## config.mk

```make
export PLATFORM = sky130hd
export DESIGN_NAME = json_stream_pretty_printer
export DESIGN_NICKNAME = d
export VERILOG_FILES = /design/src/jspp_pkg.sv /design/src/json_stream_pretty_printer.sv
export SDC_FILE = /design/constraint.sdc
export NUM_CORES = 1
export LEC_CHECK = 0
export ABC_AREA = 1
export BUFFER_PORTS_ARGS = -buffer_cell sky130_fd_sc_hd__buf_2
export CORE_UTILIZATION = 45
export CTS_CLUSTER_DIAMETER = 120
export DETAILED_ROUTE_END_ITERATION = 16
export MAX_ROUTING_LAYER = met4
export PLACE_DENSITY_LB_ADDON = 0.08
export SLEW_MARGIN = 40
export SYNTH_ARGS = -nofsm -noshare
export SYNTH_HDL_FRONTEND = slang
export SYNTH_SLANG_ARGS = --single-unit
```

## constraint.sdc

```tcl
create_clock -name clk -period 11.1 [get_ports clk]
set_input_delay 2.775 -clock clk [delete_from_list [all_inputs] [get_ports clk]]
set_output_delay 2.775 -clock clk [all_outputs]
set_load 0.05 [all_outputs]
```

## src/jspp_pkg.sv

```systemverilog
`timescale 1ns / 1ps
package jspp_pkg;

	localparam int MaxDepth = 32;
	localparam int DepthW = 6;
	localparam int StackAw = 5;
	localparam int MaxRes = 5;
	localparam int ResCntW = 3;
	localparam int CfgIdxW = 2;
	localparam int CfgDataW = 5;

	localparam logic [CfgIdxW-1:0] CFG_INDENT_WIDTH = 2'd0;
	localparam logic [CfgIdxW-1:0] CFG_INDENT_TABS = 2'd1;

	localparam logic [3:0] ERR_NONE = 4'd0;
	localparam logic [3:0] ERR_STRING = 4'd1;
	localparam logic [3:0] ERR_COLON = 4'd2;
	localparam logic [3:0] ERR_ARR = 4'd3;
	localparam logic [3:0] ERR_OBJ = 4'd4;
	localparam logic [3:0] ERR_VALUE = 4'd5;
	localparam logic [3:0] ERR_UNT_STR = 4'd6;
	localparam logic [3:0] ERR_UNT_ARR = 4'd7;
	localparam logic [3:0] ERR_UNT_OBJ = 4'd8;
	localparam logic [3:0] ERR_TRAILING = 4'd9;
	localparam logic [3:0] ERR_DEEP = 4'd10;

	typedef enum logic [3:0] {
		PH_TOP, PH_ARR_FIRST, PH_ARR_NEXT, PH_OBJ_FIRST, PH_OBJ_NEXT, PH_COLON,
		PH_OBJ_VALUE, PH_AFTER, PH_STRING, PH_KEY, PH_LIT_TRUE, PH_LIT_FALSE,
		PH_LIT_NULL, PH_NUM, PH_NUM_SIGN, PH_ERR
	} phase_t;

	typedef struct packed {
		logic [7:0] byte_value;
		logic       end_of_document;
	} in_item_t;

	typedef struct packed {
		logic [7:0]  out_byte;
		logic [9:0]  run_length;
		logic [3:0]  error_code;
		logic [31:0] error_offset;
		logic        document_done;
		logic        last_of_run;
	} out_item_t;

	function automatic logic [7:0] lit_char(input phase_t ph, input logic [3:0] idx);
		logic [7:0] r;
		r = 8'h00;
		unique case (ph)
			PH_LIT_TRUE: begin
				unique case (idx)
					4'd0: r = "t";
					4'd1: r = "r";
					4'd2: r = "u";
					4'd3: r = "e";
					default: r = 8'h00;
				endcase
			end
			PH_LIT_FALSE: begin
				unique case (idx)
					4'd0: r = "f";
					4'd1: r = "a";
					4'd2: r = "l";
					4'd3: r = "s";
					4'd4: r = "e";
					default: r = 8'h00;
				endcase
			end
			PH_LIT_NULL: begin
				unique case (idx)
					4'd0: r = "n";
					4'd1: r = "u";
					4'd2: r = "l";
					4'd3: r = "l";
					default: r = 8'h00;
				endcase
			end
			default: r = 8'h00;
		endcase
		return r;
	endfunction

	function automatic logic [3:0] lit_len(input phase_t ph);
		return (ph == PH_LIT_FALSE) ? 4'd5 : 4'd4;
	endfunction

endpackage

```

## src/json_stream_pretty_printer.sv

```systemverilog
`timescale 1ns / 1ps
// Streaming JSON pretty printer. One document enters as a request per byte on
// the in channel (in_valid, in_stall, in_data); end_of_document marks its end.
// Each input request yields zero to four output requests on the out channel,
// each a character with a repeat count, or one status request on an error.
// The parser takes one input request per cycle unless in_stall is high, and its
// results are registered, so the first result appears in the cycle after
// acceptance. An input whose results are several holds the next input until
// its last result is taken; an input with one result sustains one request per
// cycle. The nesting-kind stack sits in a 32-entry memory with a registered
// read; the top entry is fetched ahead and forwarded after a push, so it never
// stalls. While out_stall is high the current result holds and further input
// is stalled while any result is pending. Reset clears the parser state,
// empties the result buffer and loads indent width 2 with spaces.
// Configuration writes through cfg_wr_en, cfg_index and cfg_data take effect
// at once and must be made while the block is idle.
module json_stream_pretty_printer (
	input  logic                                 clk,
	input  logic                                 arst_n,
	input  logic                                 in_valid,
	output logic                                 in_stall,
	input  jspp_pkg::in_item_t                   in_data,
	output logic                                 out_valid,
	input  logic                                 out_stall,
	output jspp_pkg::out_item_t                  out_data,
	input  logic                                 cfg_wr_en,
	input  logic [jspp_pkg::CfgIdxW-1:0]         cfg_index,
	input  logic [jspp_pkg::CfgDataW-1:0]        cfg_data
);

	logic [4:0] indent_width_q;
	logic indent_tabs_q;

	jspp_pkg::phase_t phase_q, n_phase;
	logic [jspp_pkg::DepthW-1:0] depth_q, n_depth, next_depth, ind_lv;
	logic esc_q, n_esc;
	logic [3:0] lit_q, n_lit;
	logic [31:0] off_q, n_off, back_lit, back_one;

	logic stack_mem [jspp_pkg::MaxDepth];
	logic [jspp_pkg::StackAw-1:0] rd_addr;
	logic rd_q, fwd_q, wkind_q, top_kind;
	logic push, push_kind, pop;

	jspp_pkg::out_item_t buf_q [jspp_pkg::MaxRes];
	jspp_pkg::out_item_t list [jspp_pkg::MaxRes];
	jspp_pkg::out_item_t cand [jspp_pkg::MaxRes];
	logic [jspp_pkg::MaxRes-1:0] cv;
	logic [jspp_pkg::ResCntW-1:0] cnt_q, idx_q, n_res;

	logic accept, out_go, last_go;
	logic [7:0] c;
	logic eod, ws, digit;
	logic e_comma, e_nl, e_ind, e_c1, e_c2, done_ok;
	logic [7:0] c1, c2;
	logic do_start, do_after, fail;
	logic [3:0] fcode;
	logic [31:0] foff;
	logic [4:0] wclamp;
	logic [10:0] ind_prod;
	logic [9:0] ind_run;

	assign out_valid = (cnt_q != '0);
	assign out_data = buf_q[idx_q];
	assign out_go = out_valid && !out_stall;
	assign last_go = out_go && (idx_q == cnt_q - 3'd1);
	assign in_stall = out_valid && !last_go;
	assign accept = in_valid && !in_stall;

	assign c = in_data.byte_value;
	assign eod = in_data.end_of_document;
	assign ws = (c == 8'h20) || (c >= 8'h09 && c <= 8'h0D);
	assign digit = (c >= "0") && (c <= "9");
	assign top_kind = fwd_q ? wkind_q : rd_q;
	assign back_lit = (off_q >= {28'd0, lit_q}) ? off_q - {28'd0, lit_q} : 32'd0;
	assign back_one = (off_q >= 32'd1) ? off_q - 32'd1 : 32'd0;
	assign wclamp = (indent_width_q > 5'd16) ? 5'd16 : indent_width_q;
	assign ind_prod = {5'd0, ind_lv} * {6'd0, wclamp};
	assign ind_run = indent_tabs_q ? {4'd0, ind_lv} : ind_prod[9:0];

	always_comb begin
		n_phase = phase_q;
		n_depth = depth_q;
		n_esc = esc_q;
		n_lit = lit_q;
		n_off = off_q;
		push = 1'b0;
		push_kind = 1'b0;
		pop = 1'b0;
		e_comma = 1'b0;
		e_nl = 1'b0;
		e_ind = 1'b0;
		ind_lv = depth_q;
		e_c1 = 1'b0;
		c1 = c;
		e_c2 = 1'b0;
		c2 = 8'h20;
		done_ok = 1'b0;
		do_start = 1'b0;
		do_after = 1'b0;
		fail = 1'b0;
		fcode = jspp_pkg::ERR_NONE;
		foff = off_q;
		if (phase_q == jspp_pkg::PH_ERR) begin
			if (eod) begin
				n_phase = jspp_pkg::PH_TOP;
				n_depth = '0;
				n_esc = 1'b0;
				n_lit = '0;
				n_off = '0;
			end
		end else if (eod) begin
			unique case (phase_q)
				jspp_pkg::PH_TOP, jspp_pkg::PH_OBJ_VALUE: begin
					fail = 1'b1;
					fcode = jspp_pkg::ERR_VALUE;
				end
				jspp_pkg::PH_ARR_FIRST, jspp_pkg::PH_ARR_NEXT: begin
					fail = 1'b1;
					fcode = jspp_pkg::ERR_UNT_ARR;
				end
				jspp_pkg::PH_OBJ_FIRST, jspp_pkg::PH_OBJ_NEXT: begin
					fail = 1'b1;
					fcode = jspp_pkg::ERR_UNT_OBJ;
				end
				jspp_pkg::PH_COLON: begin
					fail = 1'b1;
					fcode = jspp_pkg::ERR_COLON;
				end
				jspp_pkg::PH_STRING, jspp_pkg::PH_KEY: begin
					fail = 1'b1;
					fcode = jspp_pkg::ERR_UNT_STR;
				end
				jspp_pkg::PH_LIT_TRUE, jspp_pkg::PH_LIT_FALSE, jspp_pkg::PH_LIT_NULL: begin
					fail = 1'b1;
					fcode = jspp_pkg::ERR_VALUE;
					foff = back_lit;
				end
				jspp_pkg::PH_NUM_SIGN: begin
					fail = 1'b1;
					fcode = jspp_pkg::ERR_VALUE;
					foff = back_one;
				end
				default: begin
					if (depth_q == '0) begin
						e_nl = 1'b1;
						done_ok = 1'b1;
					end else begin
						fail = 1'b1;
						fcode = top_kind ? jspp_pkg::ERR_OBJ : jspp_pkg::ERR_ARR;
					end
				end
			endcase
			n_phase = jspp_pkg::PH_TOP;
			n_depth = '0;
			n_esc = 1'b0;
			n_lit = '0;
			n_off = '0;
		end else begin
			unique case (phase_q)
				jspp_pkg::PH_TOP, jspp_pkg::PH_OBJ_VALUE: begin
					do_start = !ws;
				end
				jspp_pkg::PH_ARR_FIRST, jspp_pkg::PH_ARR_NEXT,
				jspp_pkg::PH_OBJ_FIRST, jspp_pkg::PH_OBJ_NEXT: begin
					if (!ws) begin
						if ((c == "]" && (phase_q == jspp_pkg::PH_ARR_FIRST ||
						    phase_q == jspp_pkg::PH_ARR_NEXT)) ||
						    (c == "}" && (phase_q == jspp_pkg::PH_OBJ_FIRST ||
						    phase_q == jspp_pkg::PH_OBJ_NEXT))) begin
							if (depth_q == '0) begin
								fail = 1'b1;
								fcode = jspp_pkg::ERR_ARR;
							end else begin
								e_nl = (phase_q == jspp_pkg::PH_ARR_NEXT) ||
									(phase_q == jspp_pkg::PH_OBJ_NEXT);
								e_ind = e_nl;
								ind_lv = depth_q - 6'd1;
								e_c1 = 1'b1;
								pop = 1'b1;
								n_depth = depth_q - 6'd1;
								n_phase = jspp_pkg::PH_AFTER;
							end
						end else begin
							e_comma = (phase_q == jspp_pkg::PH_ARR_NEXT) ||
								(phase_q == jspp_pkg::PH_OBJ_NEXT);
							e_nl = 1'b1;
							e_ind = 1'b1;
							if (phase_q == jspp_pkg::PH_ARR_FIRST ||
							    phase_q == jspp_pkg::PH_ARR_NEXT) begin
								do_start = 1'b1;
							end else if (c == "\"") begin
								e_c1 = 1'b1;
								n_esc = 1'b0;
								n_phase = jspp_pkg::PH_KEY;
							end else begin
								fail = 1'b1;
								fcode = jspp_pkg::ERR_STRING;
							end
						end
					end
				end
				jspp_pkg::PH_COLON: begin
					if (!ws) begin
						if (c == ":") begin
							e_c1 = 1'b1;
							e_c2 = 1'b1;
							n_phase = jspp_pkg::PH_OBJ_VALUE;
						end else begin
							fail = 1'b1;
							fcode = jspp_pkg::ERR_COLON;
						end
					end
				end
				jspp_pkg::PH_STRING, jspp_pkg::PH_KEY: begin
					e_c1 = 1'b1;
					if (esc_q) begin
						n_esc = 1'b0;
					end else if (c == "\\") begin
						n_esc = 1'b1;
					end else if (c == "\"") begin
						n_phase = (phase_q == jspp_pkg::PH_KEY) ? jspp_pkg::PH_COLON :
							jspp_pkg::PH_AFTER;
					end
				end
				jspp_pkg::PH_LIT_TRUE, jspp_pkg::PH_LIT_FALSE, jspp_pkg::PH_LIT_NULL: begin
					if (lit_q < jspp_pkg::lit_len(phase_q) &&
					    c == jspp_pkg::lit_char(phase_q, lit_q)) begin
						e_c1 = 1'b1;
						n_lit = lit_q + 4'd1;
						if (lit_q + 4'd1 >= jspp_pkg::lit_len(phase_q)) begin
							n_lit = '0;
							n_phase = jspp_pkg::PH_AFTER;
						end
					end else begin
						fail = 1'b1;
						fcode = jspp_pkg::ERR_VALUE;
						foff = back_lit;
					end
				end
				jspp_pkg::PH_NUM_SIGN: begin
					if (digit) begin
						e_c1 = 1'b1;
						n_phase = jspp_pkg::PH_NUM;
					end else begin
						fail = 1'b1;
						fcode = jspp_pkg::ERR_VALUE;
						foff = back_one;
					end
				end
				jspp_pkg::PH_NUM: begin
					if (digit || c == "." || c == "e" || c == "E" || c == "+" || c == "-") begin
						e_c1 = 1'b1;
					end else begin
						n_phase = jspp_pkg::PH_AFTER;
						do_after = 1'b1;
					end
				end
				default: begin
					do_after = 1'b1;
				end
			endcase
			if (do_start) begin
				if (c == "{" || c == "[") begin
					if (depth_q >= 6'(jspp_pkg::MaxDepth)) begin
						fail = 1'b1;
						fcode = jspp_pkg::ERR_DEEP;
					end else begin
						push = 1'b1;
						push_kind = (c == "{");
						n_depth = depth_q + 6'd1;
						e_c1 = 1'b1;
						n_phase = (c == "{") ? jspp_pkg::PH_OBJ_FIRST : jspp_pkg::PH_ARR_FIRST;
					end
				end else if (c == "\"") begin
					e_c1 = 1'b1;
					n_esc = 1'b0;
					n_phase = jspp_pkg::PH_STRING;
				end else if (c == "t" || c == "f" || c == "n") begin
					e_c1 = 1'b1;
					n_lit = 4'd1;
					n_phase = (c == "t") ? jspp_pkg::PH_LIT_TRUE :
						(c == "f") ? jspp_pkg::PH_LIT_FALSE : jspp_pkg::PH_LIT_NULL;
				end else if (c == "-") begin
					e_c1 = 1'b1;
					n_phase = jspp_pkg::PH_NUM_SIGN;
				end else if (digit) begin
					e_c1 = 1'b1;
					n_phase = jspp_pkg::PH_NUM;
				end else begin
					fail = 1'b1;
					fcode = jspp_pkg::ERR_VALUE;
				end
			end
			if (do_after) begin
				if (depth_q == '0) begin
					if (!ws) begin
						fail = 1'b1;
						fcode = jspp_pkg::ERR_TRAILING;
					end
				end else if (!ws) begin
					if (c == ",") begin
						n_phase = top_kind ? jspp_pkg::PH_OBJ_NEXT : jspp_pkg::PH_ARR_NEXT;
					end else if (c == (top_kind ? 8'h7D : 8'h5D)) begin
						e_nl = 1'b1;
						e_ind = 1'b1;
						ind_lv = depth_q - 6'd1;
						e_c1 = 1'b1;
						pop = 1'b1;
						n_depth = depth_q - 6'd1;
						n_phase = jspp_pkg::PH_AFTER;
					end else begin
						fail = 1'b1;
						fcode = top_kind ? jspp_pkg::ERR_OBJ : jspp_pkg::ERR_ARR;
					end
				end
			end
			if (fail) begin
				n_phase = jspp_pkg::PH_ERR;
				push = 1'b0;
				pop = 1'b0;
				n_depth = depth_q;
			end else if (off_q != 32'hFFFF_FFFF) begin
				n_off = off_q + 32'd1;
			end
		end
	end

	always_comb begin
		cand[0] = '{out_byte: ",", run_length: 10'd1, default: '0};
		cand[1] = '{out_byte: 8'h0A, run_length: 10'd1, default: '0};
		cand[2] = '{out_byte: indent_tabs_q ? 8'h09 : 8'h20, run_length: ind_run,
			default: '0};
		cand[3] = '{out_byte: c1, run_length: 10'd1, default: '0};
		cand[4] = '{out_byte: c2, run_length: 10'd1, default: '0};
		cv = {e_c2, e_c1, e_ind && (ind_run != '0), e_nl, e_comma};
		n_res = '0;
		for (int k = 0; k < jspp_pkg::MaxRes; k++) begin
			list[k] = '0;
		end
		for (int k = 0; k < jspp_pkg::MaxRes; k++) begin
			if (cv[k]) begin
				list[n_res] = cand[k];
				n_res = n_res + 3'd1;
			end
		end
		if (fail) begin
			list[0] = '{error_code: fcode, error_offset: foff, document_done: 1'b1,
				default: '0};
			n_res = 3'd1;
		end
		if (n_res != '0) begin
			list[n_res - 3'd1].last_of_run = 1'b1;
			if (done_ok) begin
				list[n_res - 3'd1].document_done = 1'b1;
			end
		end
	end

	assign next_depth = accept ? n_depth : depth_q;
	assign rd_addr = 5'(next_depth - 6'd1);

	always_ff @(posedge clk) begin
		if (accept && push) begin
			stack_mem[depth_q[jspp_pkg::StackAw-1:0]] <= push_kind;
		end
		rd_q <= stack_mem[rd_addr];
		wkind_q <= push_kind;
	end

	always_ff @(posedge clk or negedge arst_n) begin
		if (!arst_n) begin
			fwd_q <= 1'b0;
		end else begin
			fwd_q <= accept && push;
		end
	end

	always_ff @(posedge clk or negedge arst_n) begin
		if (!arst_n) begin
			indent_width_q <= 5'd2;
			indent_tabs_q <= 1'b0;
		end else if (cfg_wr_en) begin
			if (cfg_index == jspp_pkg::CFG_INDENT_WIDTH) begin
				indent_width_q <= cfg_data;
			end else if (cfg_index == jspp_pkg::CFG_INDENT_TABS) begin
				indent_tabs_q <= cfg_data[0];
			end
		end
	end

	always_ff @(posedge clk or negedge arst_n) begin
		if (!arst_n) begin
			phase_q <= jspp_pkg::PH_TOP;
			depth_q <= '0;
			esc_q <= 1'b0;
			lit_q <= '0;
			off_q <= '0;
		end else if (accept) begin
			phase_q <= n_phase;
			depth_q <= n_depth;
			esc_q <= n_esc;
			lit_q <= n_lit;
			off_q <= n_off;
		end
	end

	always_ff @(posedge clk or negedge arst_n) begin
		if (!arst_n) begin
			cnt_q <= '0;
			idx_q <= '0;
		end else if (accept) begin
			cnt_q <= n_res;
			idx_q <= '0;
		end else if (last_go) begin
			cnt_q <= '0;
			idx_q <= '0;
		end else if (out_go) begin
			idx_q <= idx_q + 3'd1;
		end
	end

	always_ff @(posedge clk) begin
		if (accept) begin
			for (int k = 0; k < jspp_pkg::MaxRes; k++) begin
				buf_q[k] <= list[k];
			end
		end
	end

endmodule

```

=== Word-level counts from Yosys, hierarchy flattened ===
Memories as Yosys holds them, arrays and structs flattened. A register that Yosys moved wholly into a read port is not among the register bits.
Index checks and enable logic that the tools add are counted.
W data, S select, Z words.

* Register bits: 61
* RAM bits: 312
* Bits of input ports: 21
* Output and inout bits: 58
* Word-level logic and storage cells: 431
* Memories: 2

* $add $sub $neg: 14
* $mul: 1
* Order comparisons: 20
* Equality and inequality tests: 42
* Mux-type cells: 273
* Bitwise operators: 12
* Reduce and logical (&&, ||, !) cells: 56

{| class="wikitable"
|+ Memories
! name !! depth !! width !! read ports !! clocked after memory_dff !! write ports !! RTL line !! source
|-
| buf_q || 5 || 56 || 1 || 0 || 5 || json_stream_pretty_printer.sv:45 || <nowiki>jspp_pkg::out_item_t buf_q [jspp_pkg::MaxRes];</nowiki>
|-
| stack_mem || 32 || 1 || 1 || 1 || 1 || json_stream_pretty_printer.sv:40 || <nowiki>logic stack_mem [jspp_pkg::MaxDepth];</nowiki>
|}

{| class="wikitable"
|+ Operators by type and width
! cell !! number
|-
| $mux W280 || 6
|-
| $bwmux W280 || 4
|-
| $demux W56 S3 || 6
|-
| $mux W32 || 11
|-
| $mux W56 || 5
|-
| $and A270 B270 Y270 || 1
|-
| $not A270 Y270 || 1
|-
| $and A265 B265 Y265 || 1
|-
| $not A265 Y265 || 1
|-
| $mux W4 || 56
|-
| $mux W6 || 26
|-
| $pmux W32 S2 || 2
|-
| $mux W1 || 116
|-
| $eq A8 B7 Y1 const B || 10
|-
| $eq A8 B6 Y1 const B || 7
|-
| $mux W54 || 1
|-
| $mux W3 || 17
|-
| $pmux W7 S5 || 1
|-
| $add A32 B1 Y32 const B || 1
|-
| $eq A4 B4 Y1 const B || 8
|-
| $ge A32 B1 Y1 const B || 1
|-
| $ge A32 B4 Y1 || 1
|-
| $ne A32 B32 Y1 const B || 1
|-
| $sub A32 B1 Y32 const B || 1
|-
| 60 further kinds || 133
|}

=== Depth between registers and ports, before layout ===
Gate-level depths: netlist (run 1).

* Word-level depth: 38
* Gate-level depth with buffers: 50
* Gate-level depth less buffers: 48

=== Worst setup path after synthesis (run 1) ===
No wires, ideal clock.

* Kind: input-to-reg
* From: input port in_data[1] (netlist bit)
* To: memory buf_q[4][1] (netlist bit), data pin
* Library setup time: 0.257 ns
* Data arrival time: 9.723 ns
* Data required time: 10.843 ns
* Slack: 1.120 ns
* Cell stages on the path: 46
* Buffers on the path: 1
* Cells stage by stage: buf_2 -> nor2_2 -> nand2_1 -> nand2_1 -> nand2_1 -> nand2_1 -> nand2_2 -> nand2_2 -> nand2_4 -> nand2_2 -> nor2_4 -> nand2_1 -> nand3_1 -> nand2_1 -> nand2_1 -> fa_1 -> inv_1 -> fa_1 -> [10 not listed] -> nand2_1 -> nor2_2 -> nand3_4 -> nand2_4 -> inv_1 -> fa_1 -> ha_1 -> inv_1 -> o21ai_4 -> ha_1 -> nor2_1 -> nor2_1 -> o21ai_0 -> ha_1 -> inv_1 -> nand4_1 -> nand2_2 -> nor3b_2

{| class="wikitable"
|+ RTL lines
! element !! RTL line !! source
|-
| start: declaration || json_stream_pretty_printer.sv:22 || <nowiki>input jspp_pkg::in_item_t in_data,</nowiki>
|-
| end: declaration || json_stream_pretty_printer.sv:45 ||
|}

==> results of run 1 <==
synthesized netlist by cell type, types with 6 or more instances:
| cell | number | area, sq um |
|---|---|---|
| nand2_2 | 20 | 125 |
| nand2_1 | 384 | 1440 |
| nand4_1 | 29 | 181 |
| nor2_1 | 478 | 1790 |
| nand3b_1 | 6 | 45.0 |
| inv_1 | 302 | 1130 |
| nor2_4 | 9 | 101 |
| clkbuf_1 | 76 | 285 |
| o21ai_0 | 170 | 851 |
| inv_2 | 30 | 113 |
| a21oi_1 | 105 | 526 |
| o211ai_1 | 10 | 75.1 |
| nor3_1 | 55 | 275 |
| nand3_1 | 139 | 696 |
| edfxtp_1 | 159 | 4770 |
| buf_2 | 20 | 100 |
| xor2_1 | 55 | 482 |
| nand2_4 | 7 | 78.8 |
| nor2_2 | 20 | 125 |
| fa_1 | 13 | 260 |
| nor4_1 | 15 | 93.8 |
| dfrtp_1 | 59 | 1480 |
| a31oi_1 | 23 | 144 |
| o21ai_1 | 9 | 45.0 |
| ha_1 | 49 | 613 |
| o22ai_1 | 40 | 250 |
| xnor2_1 | 7 | 61.3 |
| o221ai_1 | 14 | 123 |
| nand3_2 | 7 | 70.1 |
| a22oi_1 | 26 | 195 |
worst paths after layout:
kind	endpoint	depth (start not counted)
max	buf_q[4][1]	44
min	indent_width_q[0]	2
max reg2reg	buf_q[4][1]	40
min reg2reg	indent_width_q[0]	2
max in group asynchronous	indent_tabs_q	2
min in group asynchronous	off_q[10]	2
kinds of logic (layout without fill, tap and decap cells):
| logic type | after synthesis | after routing |
|---|---|---|
| DFF | 221 | 221 |
| buffers and inverters | 437 | 496 |
| other | 1 | 4 |
| AOI/OAI and AO/OA | 433 | 433 |
| and+or+nand+nor | 1189 | 1189 |
| muxes | 3 | 3 |
| adders and majority gates | 62 | 62 |
| xor gates and xnor gates | 62 | 62 |
per-layer routing:
metal  share of wire, %  vias to the layer above
met3                8.2                      144
met5                  0                        -
met4                3.6                        0
met1                 44                     7934
met2                 44                      687
li1                   -                     8058
per-stage QoR:
step	cell area (sq um)	util, %	total power [mW]
finish	19000	50.4	4.72
global route	19000	50.4	5.03
CTS	19000	50.4	4.71
detailed placement	18100	48.1	3.83
global placement	18100	48.0	3.82
floorplan	17200	-	3.12
final cells by class:
cell class	instances	share of cell area, %
clock inverter	8	0.375
antenna	3	0.0395
inverter	336	6.65
clock buffer	42	4.23
multi-input combinational	1750	48.7
timing repair buffer	110	3.38
sequential	221	33.3
tap	511	3.37
flip-flops by register name (all words and copies together) (netlist names):
signal	count
fwd_q	1
buf_q	127
phase_q	4
indent_width_q	5
wkind_q	1
off_q	32
depth_q	6
indent_tabs_q	1
lit_q	4
rd_q	1
esc_q	1
stack_mem	32
idx_q	3
cnt_q	3
power by group through the flow:
stage / Clock (mW) / Combinational, mW / Sequential (mW)
6_report: 0.870 / 2.64 / 1.21
5_1_grt: 0.921 / 2.88 / 1.23
4_1_cts: 0.893 / 2.61 / 1.21
3_5_place_dp: 0 / 2.60 / 1.23
3_3_place_gp: 0 / 2.59 / 1.23
2_1_floorplan: 0 / 1.94 / 1.18
critical path: cells and delay by family:
kind                     cells  cell delay [ns]
XOR/XNOR                     1             0.33
adder cells (fa/ha/maj)      8             3.33
AND/OR/NAND/NOR             24             2.83
AO/OA/AOI/OAI                5             0.83
buffers and inverters        6             0.60
==> out/qor.txt, run 1 <==
Status = finished clean
Post-DP HPWL = 44,700 microns
Int Pwr = 2.26 mW
Hold Vio Cnt, Final = 0
Drt wl/cell = 20.2 microns
Multi-input logic area = 0.00925 sq mm
Distinct cells, synth = 65
FFs w/ async S/R, synth = 27.1%
Gr usage total = 32.0%
Power Density = 249 mW/mm^2
R2r setup slk = 2.22 ns
Clock share of power = 18.4%
Worst path arrival time = 10.73 ns
Row cnt = 71
Hold Crit Class = flip-flop to flip-flop
Synth Cell Area = 0.0172 sq mm
Total wire length = 60,200 microns
Drt drc = 0
Gate power share = 55.9%
CTS tree = yes
Count of max-cap constraint violations = 0
Least-Margin Pin Slew = 0.809 ns
Filler cell count = 3,868
Final setup viols = 0
VDD IR max = 0.146 mV
Vias in the first global route = 16,100
Via count = 16,800
Chip width = 198 microns
Maximum clock rate = 0.0960 GHz
Yosys warning total = 0
Grt ovf = 0
Clk buf depth = 3
Ys flop type = edfxtp_1
Commonest cells after routing, fill and taps aside = nor2_1 (477), nand2_1 (384), inv_1 (299)
Syn nets = 2,491
Leakage = 8.57 nW
Core Area = 0.0377 sq mm
Sequential Area = 0.00632 sq mm
Syn Inst Count = 2,408
Met1 usage = 42.2%
# port buffers = 78
# Post-CTS Setup Buffers = 0
Hold-fix buffers, CTS = 0
Clock Latency Late Sink = 0.56 ns
Seq/Total Area, Yosys = 36.7%
Synth Area in Adders = 5.07%
H-tree levels = 1
FF+latch count, synth = 221
Largest family of logic cells by synthesized area = simple AND/OR/NAND/NOR gates
Post-route insts no fill = 2,981
Post-synthesis mux area share = 0.196%
# IOs = 79
Setup TNS = 0 ns
Layout cell share with drive strength beyond 1 = 11.3%
Area Growth Syn to Fin = 10.3%
Crit-path slowest cell = fa_1
Simple logic cell fraction of the synthesized area = 30.4%
Register share of total power = 25.7%
Setup Skew = 0.0163 ns
Post-synth EDFFs = 159
Most common cell after layout, fill and taps aside = nor2_1
Highest fanout seen on the critical path = 10
Fin crit period = 10.41 ns
Placed Cells = 2,928
Critical path startpoint = in_data[2]
Crit path largest cell delay = 0.55 ns
Die area = 0.0391 sq mm
R2R Path Start = depth_q[0]
Die height = 198 microns
Average size of a mapped cell = 7.15 sq um
Slew Limit Fails = 0
Count of clock tree sinks = 221
Post-CTS Resized = 0
DR pass1 iterations = 6
Relative slew slack = 45.7%
Synth Area in Compound Gates = 14.7%
Largest net degree at the start of global routing = 67
Initial Utilization = 45.7%
Root buf cell = clkbuf_16
Critical Path Most Common Cell = nand2_1
Setup WS pre-CTS = 0.163 ns
Hold WS = 0.539 ns
Net switching power = 2.47 mW
Cts bufs inserted = 27
Final Cycle Share = 93.8%
Sw Share = 52.2%
CP Launch Type = input pin
Worst setup EP type = flip-flop
RSZ-0062 raised after global routing = no
Setup ws final = 0.685 ns
Gpl congestion = 0.991
GRT Max-Usage Layer = met2
Met2 GRT Util = 48.6%
Final #Nets = 2,529
GR Layer Usage met3 = 6.04%
ANT nets after route = 0
Min-delay src = indent_width_q[0]
DR iter-0 viols = 1,589
Synth Area in XOR/XNOR = 3.15%
First-pass GRT wire length = 92,800 microns
Vias/cell = 5.64
Setup CP Type = input pin to flip-flop
Worst Path Required = 11.41 ns
Initial antenna violation count = 3
Clock transition at path regs = 0.06 ns
Power figures use the tool's default switching activity.
==> run 2: changes to the inputs <==
- CORE_UTILIZATION: 45 -> 39
- clock period: 11.1 -> 10.7 ns (I/O delays scaled with it)
==> run 2 against run 1 <==
Cell count up 2.6%; register-to-register slack worse by 0.23 ns; critical path depth up 1; clock power up 7.1%; largest cell class unchanged; setup slack worse by 0.072 ns; highest routed layer unchanged; combinational power up 5%.
==> out/qor.txt, run 2 (synthesis results as in run 1) <==
Status = finished clean
Biggest register = buf_q
RSZ-0062 raised after global routing = no
ANT nets after route = 0 (unchanged)
Sequential Area = 0.00632 sq mm (unchanged)
DR pass1 iterations = 7 (+1)
Row cnt = 76 (+7.0%)
Post-route insts no fill = 3,059 (+2.6%)
Critical Path Most Common Cell = nand2_1
Initial antenna violation count = 0 (-3)
CTS tree = yes
Clk buf depth = 3 (unchanged)
# Post-CTS Setup Buffers = 0 (unchanged)
Post-DP HPWL = 46,800 microns (+4.7%)
Count of max-cap constraint violations = 0 (unchanged)
Final setup viols = 0 (unchanged)
WHS Path Cells = 2 (unchanged)
Crit path max-delay family = adder cells
Diode count = 0 (-3)
Hold Crit Class = flip-flop to flip-flop
Count of clock tree sinks = 221 (unchanged)
Filler cell count = 4,555 (+18%)
Fin crit period = 10.09 ns
Drt drc = 0 (unchanged)
Area Growth Syn to Fin = 11.2%
H-tree levels = 1 (unchanged)
Clock Latency Late Sink = 0.57 ns (about the same)
Drt wl/cell = 20.5 microns (+1.7%)
Relative slew slack = 39.8% (-5.9 points)
DR iter-0 viols = 1,531 (-3.7%)
Reg2reg path depth = 41 (+2.5%)
Chip width = 212 microns (+7.3%)
Vias in the first global route = 15,700 (-2.5%)
Core Area = 0.0434 sq mm (+15%)
Number of flip-flops in the largest register = 127 (unchanged)
Gpl congestion = 0.990 (about the same)
R2r setup slk = 1.99 ns (-0.23 ns)
First-pass GRT wire length = 95,100 microns (+2.5%)
Crit-path slowest cell = fa_1
Setup CP Type = input pin to flip-flop
Power Density = 259 mW/mm^2 (+4.2%)
CP Launch Type = input pin
Reg2reg end = buf_q[4][1]
Die area = 0.0450 sq mm (+15%)
Min-delay src = indent_width_q[0]
Cts bufs inserted = 27 (unchanged)
Worst path arrival time = 10.41 ns (-0.32 ns)
Die height = 212 microns (+7.3%)
Hold EP = indent_width_q[0]
Largest net degree at the start of global routing = 71 (+6.0%)
Via count = 16,900 (+0.36%)
VDD IR max = 0.160 mV (+9.3%)
Worst setup EP type = flip-flop
Least-Margin Pin Slew = 0.900 ns (+0.0910 ns)
Worst Path Required = 11.02 ns (-0.39 ns)
Leakage = 8.61 nW (+0.42%)
Total wire length = 62,800 microns (+4.4%)
Critical path startpoint = in_data[5]
# IOs = 79 (unchanged)
Layout cell share with drive strength beyond 1 = 11.8% (+0.45 points)
Hold Vio Cnt, Final = 0 (unchanged)
Grt ovf = 0 (unchanged)
Initial Utilization = 39.7% (-6.0 points)
Most common cell after layout, fill and taps aside = nor2_1
Setup WS pre-CTS = -0.0273 ns (-0.191 ns)
Setup ws final = 0.613 ns (-0.0725 ns)
Worst path bufs/invs = 6 (unchanged)
Commonest cells after routing, fill and taps aside = nor2_1 (476), nand2_1 (384), inv_1 (297)
Vias/cell = 5.52 (-2.2%)
Final Cycle Share = 94.3%
Placed Cells = 3,008 (+2.7%)
Highest fanout seen on the critical path = 10 (unchanged)
Final #Nets = 2,536 (+0.28%)
Clock transition at path regs = 0.06 ns (about the same)
Layout Utilization = 44.2% (-6.3 points)
Gr usage total = 28.7% (-3.4 points)
Maximum clock rate = 0.0991 GHz
Root buf cell = clkbuf_16
R2R Path Start = depth_q[0]
# port buffers = 78 (unchanged)
Crit path largest cell delay = 0.54 ns (about the same)
Slew Limit Fails = 0 (unchanged)
Setup Skew = 0.0301 ns (+0.0138 ns)
Multi-input logic area = 0.00925 sq mm (about the same)
Hold-fix buffers, CTS = 0 (unchanged)
==> run 2: cell types whose count changed in the layout (fill, tap and decap cells not counted), moves of 2 or more <==
cell        previous run  this run
clkbuf_8               5         2
clkinvlp_4             0         2
clkbuf_1               9         4
buf_6                  3         1
diode_2                3         0
bufinv_16              1         3
inv_6                  1         3
clkinv_1               5         7
inv_2                 32        35
buf_4                 29        37
inv_1                299       297
==> run 2: tightest hold or removal path, stage by stage (launching register included) <==
cell and delay (ns):
dfrtp_1 0.37, nand2_1 0.06, o21ai_0 0.07
==> run 2: repair_timing <==
action,in CTS,in global routing
endpoints found under the hold margin,0,0
resized for setup,0,1
endpoints found under the setup margin,0,1
==> run 2: worst max path at each step <==
stage          cells after the start          end  slack (ns)
2_1_floorplan                     46  buf_q[4][1]        0.82
3_5_place_dp                      45  buf_q[4][1]       -0.03
6_report                          45  buf_q[4][1]        0.61
3_3_place_gp                      44  buf_q[4][1]        0.11
4_1_cts                           45  buf_q[4][1]        0.59
5_1_grt                           45  buf_q[0][1]        0.05
==> run 2: layout make-up <==
class | instances | share of cell area [%]
Tap cell | 585 | 3.82
Multi-Input combinational cell | 1750 | 48.3
Timing Repair Buffer | 117 | 3.65
Sequential cell | 221 | 33.0
Clock buffer | 33 | 3.75
Inverter | 336 | 6.61
Clock inverter | 17 | 0.915
==> run 2: power by group <==
group / leakage [nW] / total (mW) / switching, mW / internal, mW
registers: 2.36 / 1.26 / 0.121 / 1.14
logic: 5.82 / 2.77 / 2.10 / 0.671
clock network: 0.434 / 0.932 / 0.382 / 0.550
total: 8.61 / 4.96 / 2.60 / 2.36
==> run 2: metal layers <==
layer	global-route usage, %	up-vias	routed length [microns]
li1	-	8075	-
met1	40.8	8035	29400
met2	43.2	681	27400
met3	3.35	93	4570
met4	6.87	0	1500
met5	-	-	0
==> run 2: through the flow <==
| stage | hold slack, ns | setup TNS (ns) | instance area (sq um) | power, mW |
|---|---|---|---|---|
| after floorplan | 0.475 | 0 | 17200 | 3.24 |
| after CTS | 0.529 | 0 | 19100 | 4.95 |
| final | 0.526 | 0 | 19200 | 4.96 |
| after global routing | 0.562 | 0 | 19200 | 5.27 |
| after detailed placement | 0.517 | -0.0273 | 18200 | 4.00 |
| after global placement | 0.518 | 0 | 18200 | 4.01 |
